<file path="src/rtl/blrc_pkg.sv">
`timescale 1ns / 1ps
// Shared types and constants for the bilinear ratio and coefficient table generator.
// No dependencies.
package blrc_pkg;

	localparam int MAX_TERM_DEF = 20;   // largest numerator or denominator searched
	localparam int SIZE_W       = 12;   // width of a source or destination size
	localparam int FIELD_W      = 5;    // width of reported n, m and entry index
	localparam int WEIGHT_W     = 8;    // width of a weight (0 .. 128)

	typedef struct packed {
		logic [SIZE_W-1:0] src_size;
		logic [SIZE_W-1:0] dst_size;
	} req_t;

	typedef struct packed {
		logic [FIELD_W-1:0]  ratio_num;
		logic [FIELD_W-1:0]  ratio_den;
		logic [FIELD_W-1:0]  entry_index;
		logic [WEIGHT_W-1:0] weight;
		logic                advance;
		logic                last;
	} rsp_t;

	typedef enum logic [3:0] {
		ST_IDLE   = 4'b0001,
		ST_SEARCH = 4'b0010,
		ST_STEP   = 4'b0100,
		ST_WEIGHT = 4'b1000
	} state_t;

endpackage

</file>
<file path="src/rtl/bilinear_ratio_and_coef_lut_generator.sv">
`timescale 1ns / 1ps
// The search tries one candidate n/m per cycle through a two-stage multiply and compare pipe,
// then splits n by m with repeated subtraction, then runs a bit-serial divider for each entry;
// one item at a time, busy until the last entry.
// Each entry shows for one cycle on strobe; the receiver cannot stall.
// Reset (arst_n low) returns the sequencer to idle at once. Depends on blrc_pkg.
module bilinear_ratio_and_coef_lut_generator
	import blrc_pkg::*;
#(
	parameter int MAX_TERM = MAX_TERM_DEF
) (
	input  logic clk,
	input  logic arst_n,
	input  logic start,
	input  req_t request,
	output logic busy,
	output logic strobe,
	output rsp_t result
);

	localparam int TW  = $clog2(MAX_TERM + 1);     // holds 1 .. MAX_TERM
	localparam int EW  = SIZE_W + TW;              // error |s*m - n*d|
	localparam int PW  = EW + TW;                  // cross-multiplied error
	localparam int CW  = $clog2(WEIGHT_W);         // divider step counter
	localparam int FRAC = WEIGHT_W - 1;            // weight scale is 2^FRAC

	localparam logic [TW-1:0] TERM_MAX = TW'(MAX_TERM);
	localparam logic [TW-1:0] TERM_ONE = TW'(1);
	localparam logic [CW-1:0] STEP_LAST = CW'(FRAC);

	state_t state_q;

	logic [SIZE_W-1:0] src_q, dst_q;

	// search counters and pipe
	logic [TW-1:0] n_q, m_q;
	logic          issue_done_q;
	logic          v_s1;
	logic [EW-1:0] e_s1;
	logic [TW-1:0] n_s1, m_s1;

	// best candidate so far
	logic          have_q;
	logic [TW-1:0] best_n_q, best_m_q;
	logic [EW-1:0] best_e_q;

	// n = nq*m + nr
	logic [TW-1:0] nq_q, nr_q;

	// entry walk
	logic [TW-1:0] i_q, q_q, r_q;
	logic [TW:0]   t_q;
	logic [TW:0]   rem_q;
	logic [CW-1:0] cnt_q;
	logic [FRAC-1:0] quot_q;

	logic  strobe_q;
	rsp_t  result_q;

	// candidate error, stage 1
	logic [EW-1:0] sm, nd, e_d;
	logic          cand_ok;
	assign sm      = EW'(src_q) * EW'(m_q);
	assign nd      = EW'(n_q) * EW'(dst_q);
	assign e_d     = (sm > nd) ? sm - nd : nd - sm;
	assign cand_ok = !issue_done_q && ({1'b0, n_q, 1'b0} >= {2'b00, m_q});

	// strictly-closer test, stage 2
	logic [PW-1:0] lhs, rhs;
	logic          better;
	assign lhs    = PW'(e_s1) * PW'(best_m_q);
	assign rhs    = PW'(best_e_q) * PW'(m_s1);
	assign better = v_s1 && (!have_q || lhs < rhs);

	// divider step for the weight
	logic [TW:0] trial, rem_d;
	logic        qbit;
	assign trial = (cnt_q == '0) ? rem_q : {rem_q[TW-1:0], 1'b0};
	assign qbit  = trial >= {1'b0, best_m_q};
	assign rem_d = qbit ? trial - {1'b0, best_m_q} : trial;

	// next entry phase
	logic [TW:0]   r_sum;
	logic          wrap;
	logic [TW-1:0] r_next, q_next;
	logic          adv, is_last;
	assign r_sum   = {1'b0, r_q} + {1'b0, nr_q};
	assign wrap    = r_sum >= {1'b0, best_m_q};
	assign r_next  = wrap ? TW'(r_sum - {1'b0, best_m_q}) : TW'(r_sum);
	assign q_next  = q_q + nq_q + TW'(wrap);
	assign adv     = t_q <= {1'b0, q_q};
	assign is_last = (TW'(i_q + TERM_ONE) == best_m_q);

	// sequencer and datapath registers
	always_ff @(posedge clk or negedge arst_n) begin
		if (!arst_n) begin
			state_q      <= ST_IDLE;
			issue_done_q <= 1'b0;
			v_s1         <= 1'b0;
			have_q       <= 1'b0;
			strobe_q     <= 1'b0;
		end else begin
			// mark the cycle after the last divider step
			strobe_q <= (state_q == ST_WEIGHT) && (cnt_q == STEP_LAST);
			unique case (state_q)
				ST_IDLE: begin
					if (start) begin
						src_q        <= request.src_size;
						dst_q        <= request.dst_size;
						n_q          <= TERM_ONE;
						m_q          <= TERM_ONE;
						issue_done_q <= 1'b0;
						v_s1         <= 1'b0;
						have_q       <= 1'b0;
						state_q      <= ST_SEARCH;
					end
				end
				ST_SEARCH: begin
					// issue one candidate, judge the previous one
					v_s1 <= cand_ok;
					e_s1 <= e_d;
					n_s1 <= n_q;
					m_s1 <= m_q;
					if (!issue_done_q) begin
						if (m_q == TERM_MAX) begin
							m_q <= TERM_ONE;
							n_q <= n_q + TERM_ONE;
							if (n_q == TERM_MAX)
								issue_done_q <= 1'b1;
						end else begin
							m_q <= m_q + TERM_ONE;
						end
					end
					if (better) begin
						have_q   <= 1'b1;
						best_n_q <= n_s1;
						best_m_q <= m_s1;
						best_e_q <= e_s1;
					end
					if (issue_done_q && !v_s1) begin
						nq_q    <= '0;
						nr_q    <= best_n_q;
						state_q <= ST_STEP;
					end
				end
				ST_STEP: begin
					// split n by m with repeated subtraction
					if (nr_q >= best_m_q) begin
						nr_q <= nr_q - best_m_q;
						nq_q <= nq_q + TERM_ONE;
					end else begin
						i_q     <= '0;
						q_q     <= '0;
						r_q     <= '0;
						t_q     <= '0;
						rem_q   <= {1'b0, best_m_q};
						cnt_q   <= '0;
						state_q <= ST_WEIGHT;
					end
				end
				ST_WEIGHT: begin
					// one quotient bit of 2^FRAC*(m-r)/m per cycle
					quot_q <= {quot_q[FRAC-2:0], qbit};
					if (cnt_q == STEP_LAST) begin
						result_q.ratio_num   <= FIELD_W'(best_n_q);
						result_q.ratio_den   <= FIELD_W'(best_m_q);
						result_q.entry_index <= FIELD_W'(i_q);
						result_q.weight      <= {quot_q, qbit};
						result_q.advance     <= adv;
						result_q.last        <= is_last;
						t_q   <= t_q + (TW+1)'(adv);
						i_q   <= i_q + TERM_ONE;
						q_q   <= q_next;
						r_q   <= r_next;
						rem_q <= {1'b0, best_m_q} - {1'b0, r_next};
						cnt_q <= '0;
						if (is_last)
							state_q <= ST_IDLE;
					end else begin
						rem_q <= rem_d;
						cnt_q <= cnt_q + CW'(1);
					end
				end
				default: state_q <= ST_IDLE;
			endcase
		end
	end

	assign busy   = (state_q != ST_IDLE);
	assign strobe = strobe_q;
	assign result = result_q;

endmodule

</file>
<file path="config.mk">
export PLATFORM = sky130hd
export DESIGN_NAME = bilinear_ratio_and_coef_lut_generator
export DESIGN_NICKNAME = d
export VERILOG_FILES = /design/src/rtl/blrc_pkg.sv /design/src/rtl/bilinear_ratio_and_coef_lut_generator.sv
export SDC_FILE = /design/constraint.sdc
export NUM_CORES = 1
export LEC_CHECK = 0
export BUFFER_PORTS_ARGS = -buffer_cell sky130_fd_sc_hd__buf_2
export CORE_MARGIN = 2
export CORE_UTILIZATION = 50
export CTS_CLUSTER_SIZE = 40
export DETAILED_ROUTE_END_ITERATION = 12
export PLACE_DENSITY_LB_ADDON = 0.3
export SYNTH_ARGS = -nofsm -noshare
export SYNTH_HDL_FRONTEND = slang
export SYNTH_SLANG_ARGS = --single-unit
</file>
<file path="constraint.sdc">
create_clock -name clk -period 17.6 [get_ports clk]
set_input_delay 0 -clock clk [delete_from_list [all_inputs] [get_ports clk]]
set_output_delay 0 -clock clk [all_outputs]
set_load 0.01 [all_outputs]
</file>
* Word level (Yosys, flattened, before mapping)
Index checks and enable logic that the tools add are counted.
Word-level totals: register bits 168, input bits 27
Operators by class: add/subtract/negate cells 15, $mul 4, magnitude comparators 7, equal/unequal tests 18, mux-type cells 47, reduce and logical (&&, ||, !) cells 25
Operator list (count):
- two-way mux 5 bit | 14
- one-hot mux 5 bit (2 select lines) | 7
- multiplier 17 x 5 -> 22 bit | 2
- two-way mux 6 bit | 6
- subtractor 17 bit | 2
- one-hot mux 6 bit (2 select lines) | 2
- < comparator 22 bit | 1
- adder 5 x 1 -> 5 bit, second input constant | 4
- two-way mux 4 bit | 5
- greater-or-equal comparator 6 x 5 -> 1 bit | 3
- > comparator 17 bit | 1
- multiplier 12 x 5 -> 17 bit | 1
- multiplier 5 x 12 -> 17 bit | 1
- two-way mux 17 bit | 1
- inequality test 2 bit, second input constant | 8
- one-hot mux 4 bit (4 select lines) | 1
- AND reduction 3 bit | 5
- AND reduction 4 bit | 3
- == test 5 bit, second input constant | 2
- AND reduction 5 bit | 2
- subtractor 5 bit | 2
- adder 5 x 5 -> 6 bit | 1
- adder 6 x 1 -> 6 bit | 1
- less-or-equal comparator 6 x 5 -> 1 bit | 1
- 24 further kinds | 40

* Depth between registers and ports, before layout
word-level depth 6, gate-level depth with buffers 29, mapped depth without buffers 26

* Least setup slack after synthesis
OpenSTA, ideal clock, no wires.
path kind reg-to-reg, start point register best_m_q[4], end point register best_e_q[0], enable pin, library setup time 420 ps, data arrival time 6507 ps, data required time 17180 ps, slack 10673 ps, stages on the path, launching flop included 24, path buffers 2, cells stage by stage edfxtp_1 -> clkbuf_1 -> clkbuf_1 -> nand2_1 -> fa_1 -> fa_1 -> fa_1 -> inv_1 -> ha_1 -> nor2b_1 -> o31a_1 -> o31a_1 -> o41ai_2 -> o21ai_1 -> nor3_1 -> o21bai_1 -> a21oi_1 -> xnor2_1 -> ha_1 -> a21oi_1 -> o211ai_1 -> a21oi_1 -> o21ai_0 -> a21oi_1
Between the ends: cells in the longest elaborated chain, start to end 5
RTL lines:
- start, declared | RTL line bilinear_ratio_and_coef_lut_generator.sv:44 | logic [TW-1:0] best_n_q, best_m_q;
- start signal, assigned | RTL line bilinear_ratio_and_coef_lut_generator.sv:137 | best_m_q <= m_s1;
- multiplier 17 x 5 -> 22 bit | RTL line bilinear_ratio_and_coef_lut_generator.sv:71 | assign lhs = PW'(e_s1) * PW'(best_m_q);
- < comparator 22 bit | RTL line bilinear_ratio_and_coef_lut_generator.sv:73 | assign better = v_s1 && (!have_q || lhs < rhs);
- logical OR 1 bit | RTL line bilinear_ratio_and_coef_lut_generator.sv:73
- logical AND 1 bit | RTL line bilinear_ratio_and_coef_lut_generator.sv:73
- AND reduction 3 bit (no line)
- end signal, assigned | RTL line bilinear_ratio_and_coef_lut_generator.sv:138 | best_e_q <= e_s1;
- end, declared | RTL line bilinear_ratio_and_coef_lut_generator.sv:45 | logic [EW-1:0] best_e_q;
No other way between the ends. A chain may end at the register's enable or synchronous reset.

* Final worst setup path
start point register m_q[2], end point register e_s1[16] (data pin)
Between the ends: cells in the longest elaborated chain, start to end 3, elaborated cells on any way between the ends 5, classes of those cells add/sub: 2; mul: 1; order compare: 1; mux: 1
RTL lines:
- start, declared | RTL line bilinear_ratio_and_coef_lut_generator.sv:36 | logic [TW-1:0] n_q, m_q;
- start signal, assigned | RTL line bilinear_ratio_and_coef_lut_generator.sv:131 | m_q <= m_q + TERM_ONE;
- multiplier 12 x 5 -> 17 bit (*) | RTL line bilinear_ratio_and_coef_lut_generator.sv:63 | assign sm = EW'(src_q) * EW'(m_q);
- subtractor 17 bit or > comparator 17 bit (tied branches) | RTL line bilinear_ratio_and_coef_lut_generator.sv:65 | assign e_d = (sm > nd) ? sm - nd : nd - sm;
- two-way mux 17 bit (*) | RTL line bilinear_ratio_and_coef_lut_generator.sv:65
- net e_d[16] | RTL line bilinear_ratio_and_coef_lut_generator.sv:61 | logic [EW-1:0] sm, nd, e_d;
- end signal, assigned | RTL line bilinear_ratio_and_coef_lut_generator.sv:121 | e_s1 <= e_d;
- end, declared | RTL line bilinear_ratio_and_coef_lut_generator.sv:39 | logic [EW-1:0] e_s1;
Mark *: on every way through the listed nets, which the timed path passes. The rest lies on a longest branch.

==> flow_summary.ini <==
[cells_and_area]
antennaDiodeCount = 0
nNetsFinal = 2316
layout-drive-gt1-share_pct = 6.42
syn_to_final_growth_pct = 8.79

[yosys]
ys_ff_latch = 168
synth_fp_nets = 2256
synth_most_common_cell = inv_1
synth_top_cell_area_share_pct = 26.6
dominant_combinational_cell_family_by_area_after_synthesis = adder cells
synthesis.area_um2 = 18100
post_synth_most_frequent_cells = inv_1, ha_1, and2_1
netlist-cell-type-count = 68
postSynthCellCount = 1858
synth_xor_area_share_pct = 5.33
synth_top_cells_by_area = edfxtp_1, fa_1, ha_1
fraction_of_registers_with_async_set_or_reset_after_synthesis_pct = 4.76
synth_area_per_cell_um2 = 9.72
compound_gate_portion_of_the_synthesized_area_pct = 10.3
synthSimpleGateAreaFrac_pct = 16.4
yosys_most_used_dff = edfxtp_1
synth-warning-count = 0
synth_enable_flop_cells = 160
synth_largest_area_cell = edfxtp_1
synth_fa_ha_area_share_pct = 32.3
synth.yosys.seq_area_share_pct = 27.7
portion_of_netlist_area_occupied_by_mux_cells_pct = 1.15

[routing]
route.antenna.remaining_nets = 0
routed_wire_length_per_instance_um = 15.8
dr.first_iter.drc_count = 681
vias = 12900
drt_wl_total_mm = 37.7
drc_errors = 0
route.detailed.vias_per_inst = 5.41
drt_first_pass_iters = 6

[clock_tree]
cts_tree = built
cts-root-to-sink-buffers = 2
cts_htree_levels = 4
clk_pin_slew_worst_paths_ns = 0.08
tritoncts.num_buffers = 17
worst_skew_pair.late_latency_ns = 0.45
clock_sink_count = 168
clock_tree.root_cell = clkbuf_16

[outcome]
run_status = complete, no violations

[floorplanning]
die_w_um = 194
die_height_um = 194
die-area_um2 = 37700
core_box_area_um2 = 35600
num_rows = 69
num_io_pins = 54
effective_utilization_at_floorplan_pct = 50.8

[setup_path]
cp.arrival_ns = 7.50
path_class = register to register
crit_path_top_delay_cell = edfxtp_1
worst_r2r_path_depth = 26
critical_path_fanout_max = 25
r2r_setup_slack_ns = 10.29
r2r_start = m_q[2]$_SDFFCE_PP0P_
worst_r2r_dst = e_s1[16]$_DFFE_PP_
cp-end-kind = register
critical-path-max-stage-delay_ns = 0.78
critical_path.startpoint_type = register
timing.critical_path.required_ns = 17.79

[sta]
fin_crit_ns = 7.31
post-route-worst-setup-slack_ns = 10.29
timing_hold_violations_final = 0
timing.hold.ws_ns = 0.0774
finalSetupViolations = 0
max_clock_freq_mhz = 137
maxSlewHeadroom_pct = 19.1
maxSlewViolCount = 0
layout_worst_path_cycle_share_pct = 41.5
max_slew.worst_pin.slew_ns = 1.21
timing.clock.skew_ns = 0.0160
fin_tns_setup_ns = 0
grt_setup_unrepaired = false

[grt]
first_global_vias = 13100
grt_pass1_wl_mm = 64.2
pin_count_of_the_biggest_net_entering_global_routing = 30
grt_overflow = 0
total_global_routing_track_utilization_pct = 20.9
antenna_found_initial = 0

[placement]
buffer_ports.inserted = 53
dp_slack_ns = 10.31
place.gp.congestion = 0.896
dpl.hpwl_mm = 29.8

[worst_hold_path]
worst_hold_path_type = input port to async pin

[run]
max_cap_viols = 0
## through the flow
| step | instances | util, % | cell area (um2) |
|---|---|---|---|
| after global routing | 2392 | 55.2 | 19600 |
| after CTS | 2392 | 55.2 | 19600 |
| after global placement | 2333 | 52.8 | 18800 |
| after detailed placement | 2333 | 52.8 | 18800 |
| after floorplan | 1858 | - | 18100 |
| final | 2392 | 55.2 | 19600 |
## critical path, delay by kind of cell, from the launching register on
kind,cells,cell delay (ns)
AO/OA/AOI/OAI,13,2.53
XOR/XNOR,2,0.34
adder cells (fa/ha/maj),5,2.23
buffers and inverters,2,0.35
flip-flops,1,0.78
multiplexers,1,0.37
AND/OR/NAND/NOR,3,0.43
## worst max path at each step
stage / start / end / slack, ns / cells past startpoint
global route: n_q[2]$_SDFFCE_PN0P_ / e_s1[16]$_DFFE_PP_ / 9.78 / 26
floorplan: best_m_q[4]$_DFFE_PP_ / best_e_q[0]$_DFFE_PP_ / 10.67 / 23
global placement: m_q[2]$_SDFFCE_PP0P_ / e_s1[16]$_DFFE_PP_ / 10.40 / 26
finish: m_q[2]$_SDFFCE_PP0P_ / e_s1[16]$_DFFE_PP_ / 10.29 / 26
detailed placement: m_q[2]$_SDFFCE_PP0P_ / e_s1[16]$_DFFE_PP_ / 10.31 / 26
CTS: m_q[2]$_SDFFCE_PP0P_ / e_s1[16]$_DFFE_PP_ / 10.28 / 26
## registers in the layout, indices dropped and copies added, names as in the netlist, 3 cells and up
signal / flops
dst_q: 12
best_m_q: 5
q_q: 5
src_q: 12
nr_q: 5
e_s1: 17
m_s1: 5
cnt_q: 3
rem_q: 6
best_e_q: 17
nq_q: 5
r_q: 5
i_q: 5
m_q: 5
n_s1: 5
best_n_q: 5
t_q: 6
state_q: 4
quot_q: 7
n_q: 5
result: 25
## area by class of cell
| cell class | instances | area, um2 |
|---|---|---|
| Clock buffer | 17 | 425 |
| Clock inverter | 15 | 171 |
| Fill cell | 3180 | 15900 |
| Inverter | 280 | 1050 |
| Multi-Input combinational cell | 1365 | 11800 |
| Sequential cell | 168 | 5010 |
| Tap cell | 461 | 577 |
| Timing Repair Buffer | 86 | 581 |
## cells in the final DEF (no fill, tap or decap), types with 7 or more instances in the layout
cell type      count
inv_1            280
ha_1             212
and2_1           188
nand2_1          170
edfxtp_1         160
fa_1             159
a21oi_1           96
nor2_1            73
xnor2_1           59
buf_2             53
xor2_1            51
o21ai_0           51
a21o_1            50
nand3_1           35
dlygate4sd3_1     27
nor3_1            25
nor2b_1           23
clkbuf_16         17
a211oi_1          15
nand2b_1          14
mux2i_1           14
and3_1            10
nand3b_1           7
o21a_1             7
o211ai_1           7
dfrtp_1            7
## what timing repair did
item,4_1_cts,5_1_grt
gates resized for setup,0,0
hold buffers,27,0
endpoints found under the hold margin,34,0
setup buffers,0,0
## layer usage
| layer | share of wire (%) | wire length, um | vias up | GRT usage [%] |
|---|---|---|---|---|
| li1 | - | - | 6286 | - |
| met5 | 0 | 0 | - | 0 |
| met2 | 51 | 19200 | 226 | 37.3 |
| met3 | 3.0 | 1120 | 36 | 2.33 |
| met4 | 1.5 | 568 | 0 | 4.60 |
| met1 | 45 | 16800 | 6394 | 27.3 |
## cell families (layout without fill, tap and decap cells)
| family | Yosys count | after routing |
|---|---|---|
| fa+ha+maj | 371 | 371 |
| xor+xnor | 110 | 110 |
| compound gates | 287 | 287 |
| buf+inv | 325 | 398 |
| simple gates | 577 | 577 |
| mux | 20 | 20 |
| flops | 168 | 168 |
Power is left out: the tool's default activity adds up to more than one toggle a clock period on the data nets, which glitch-free logic cannot reach.
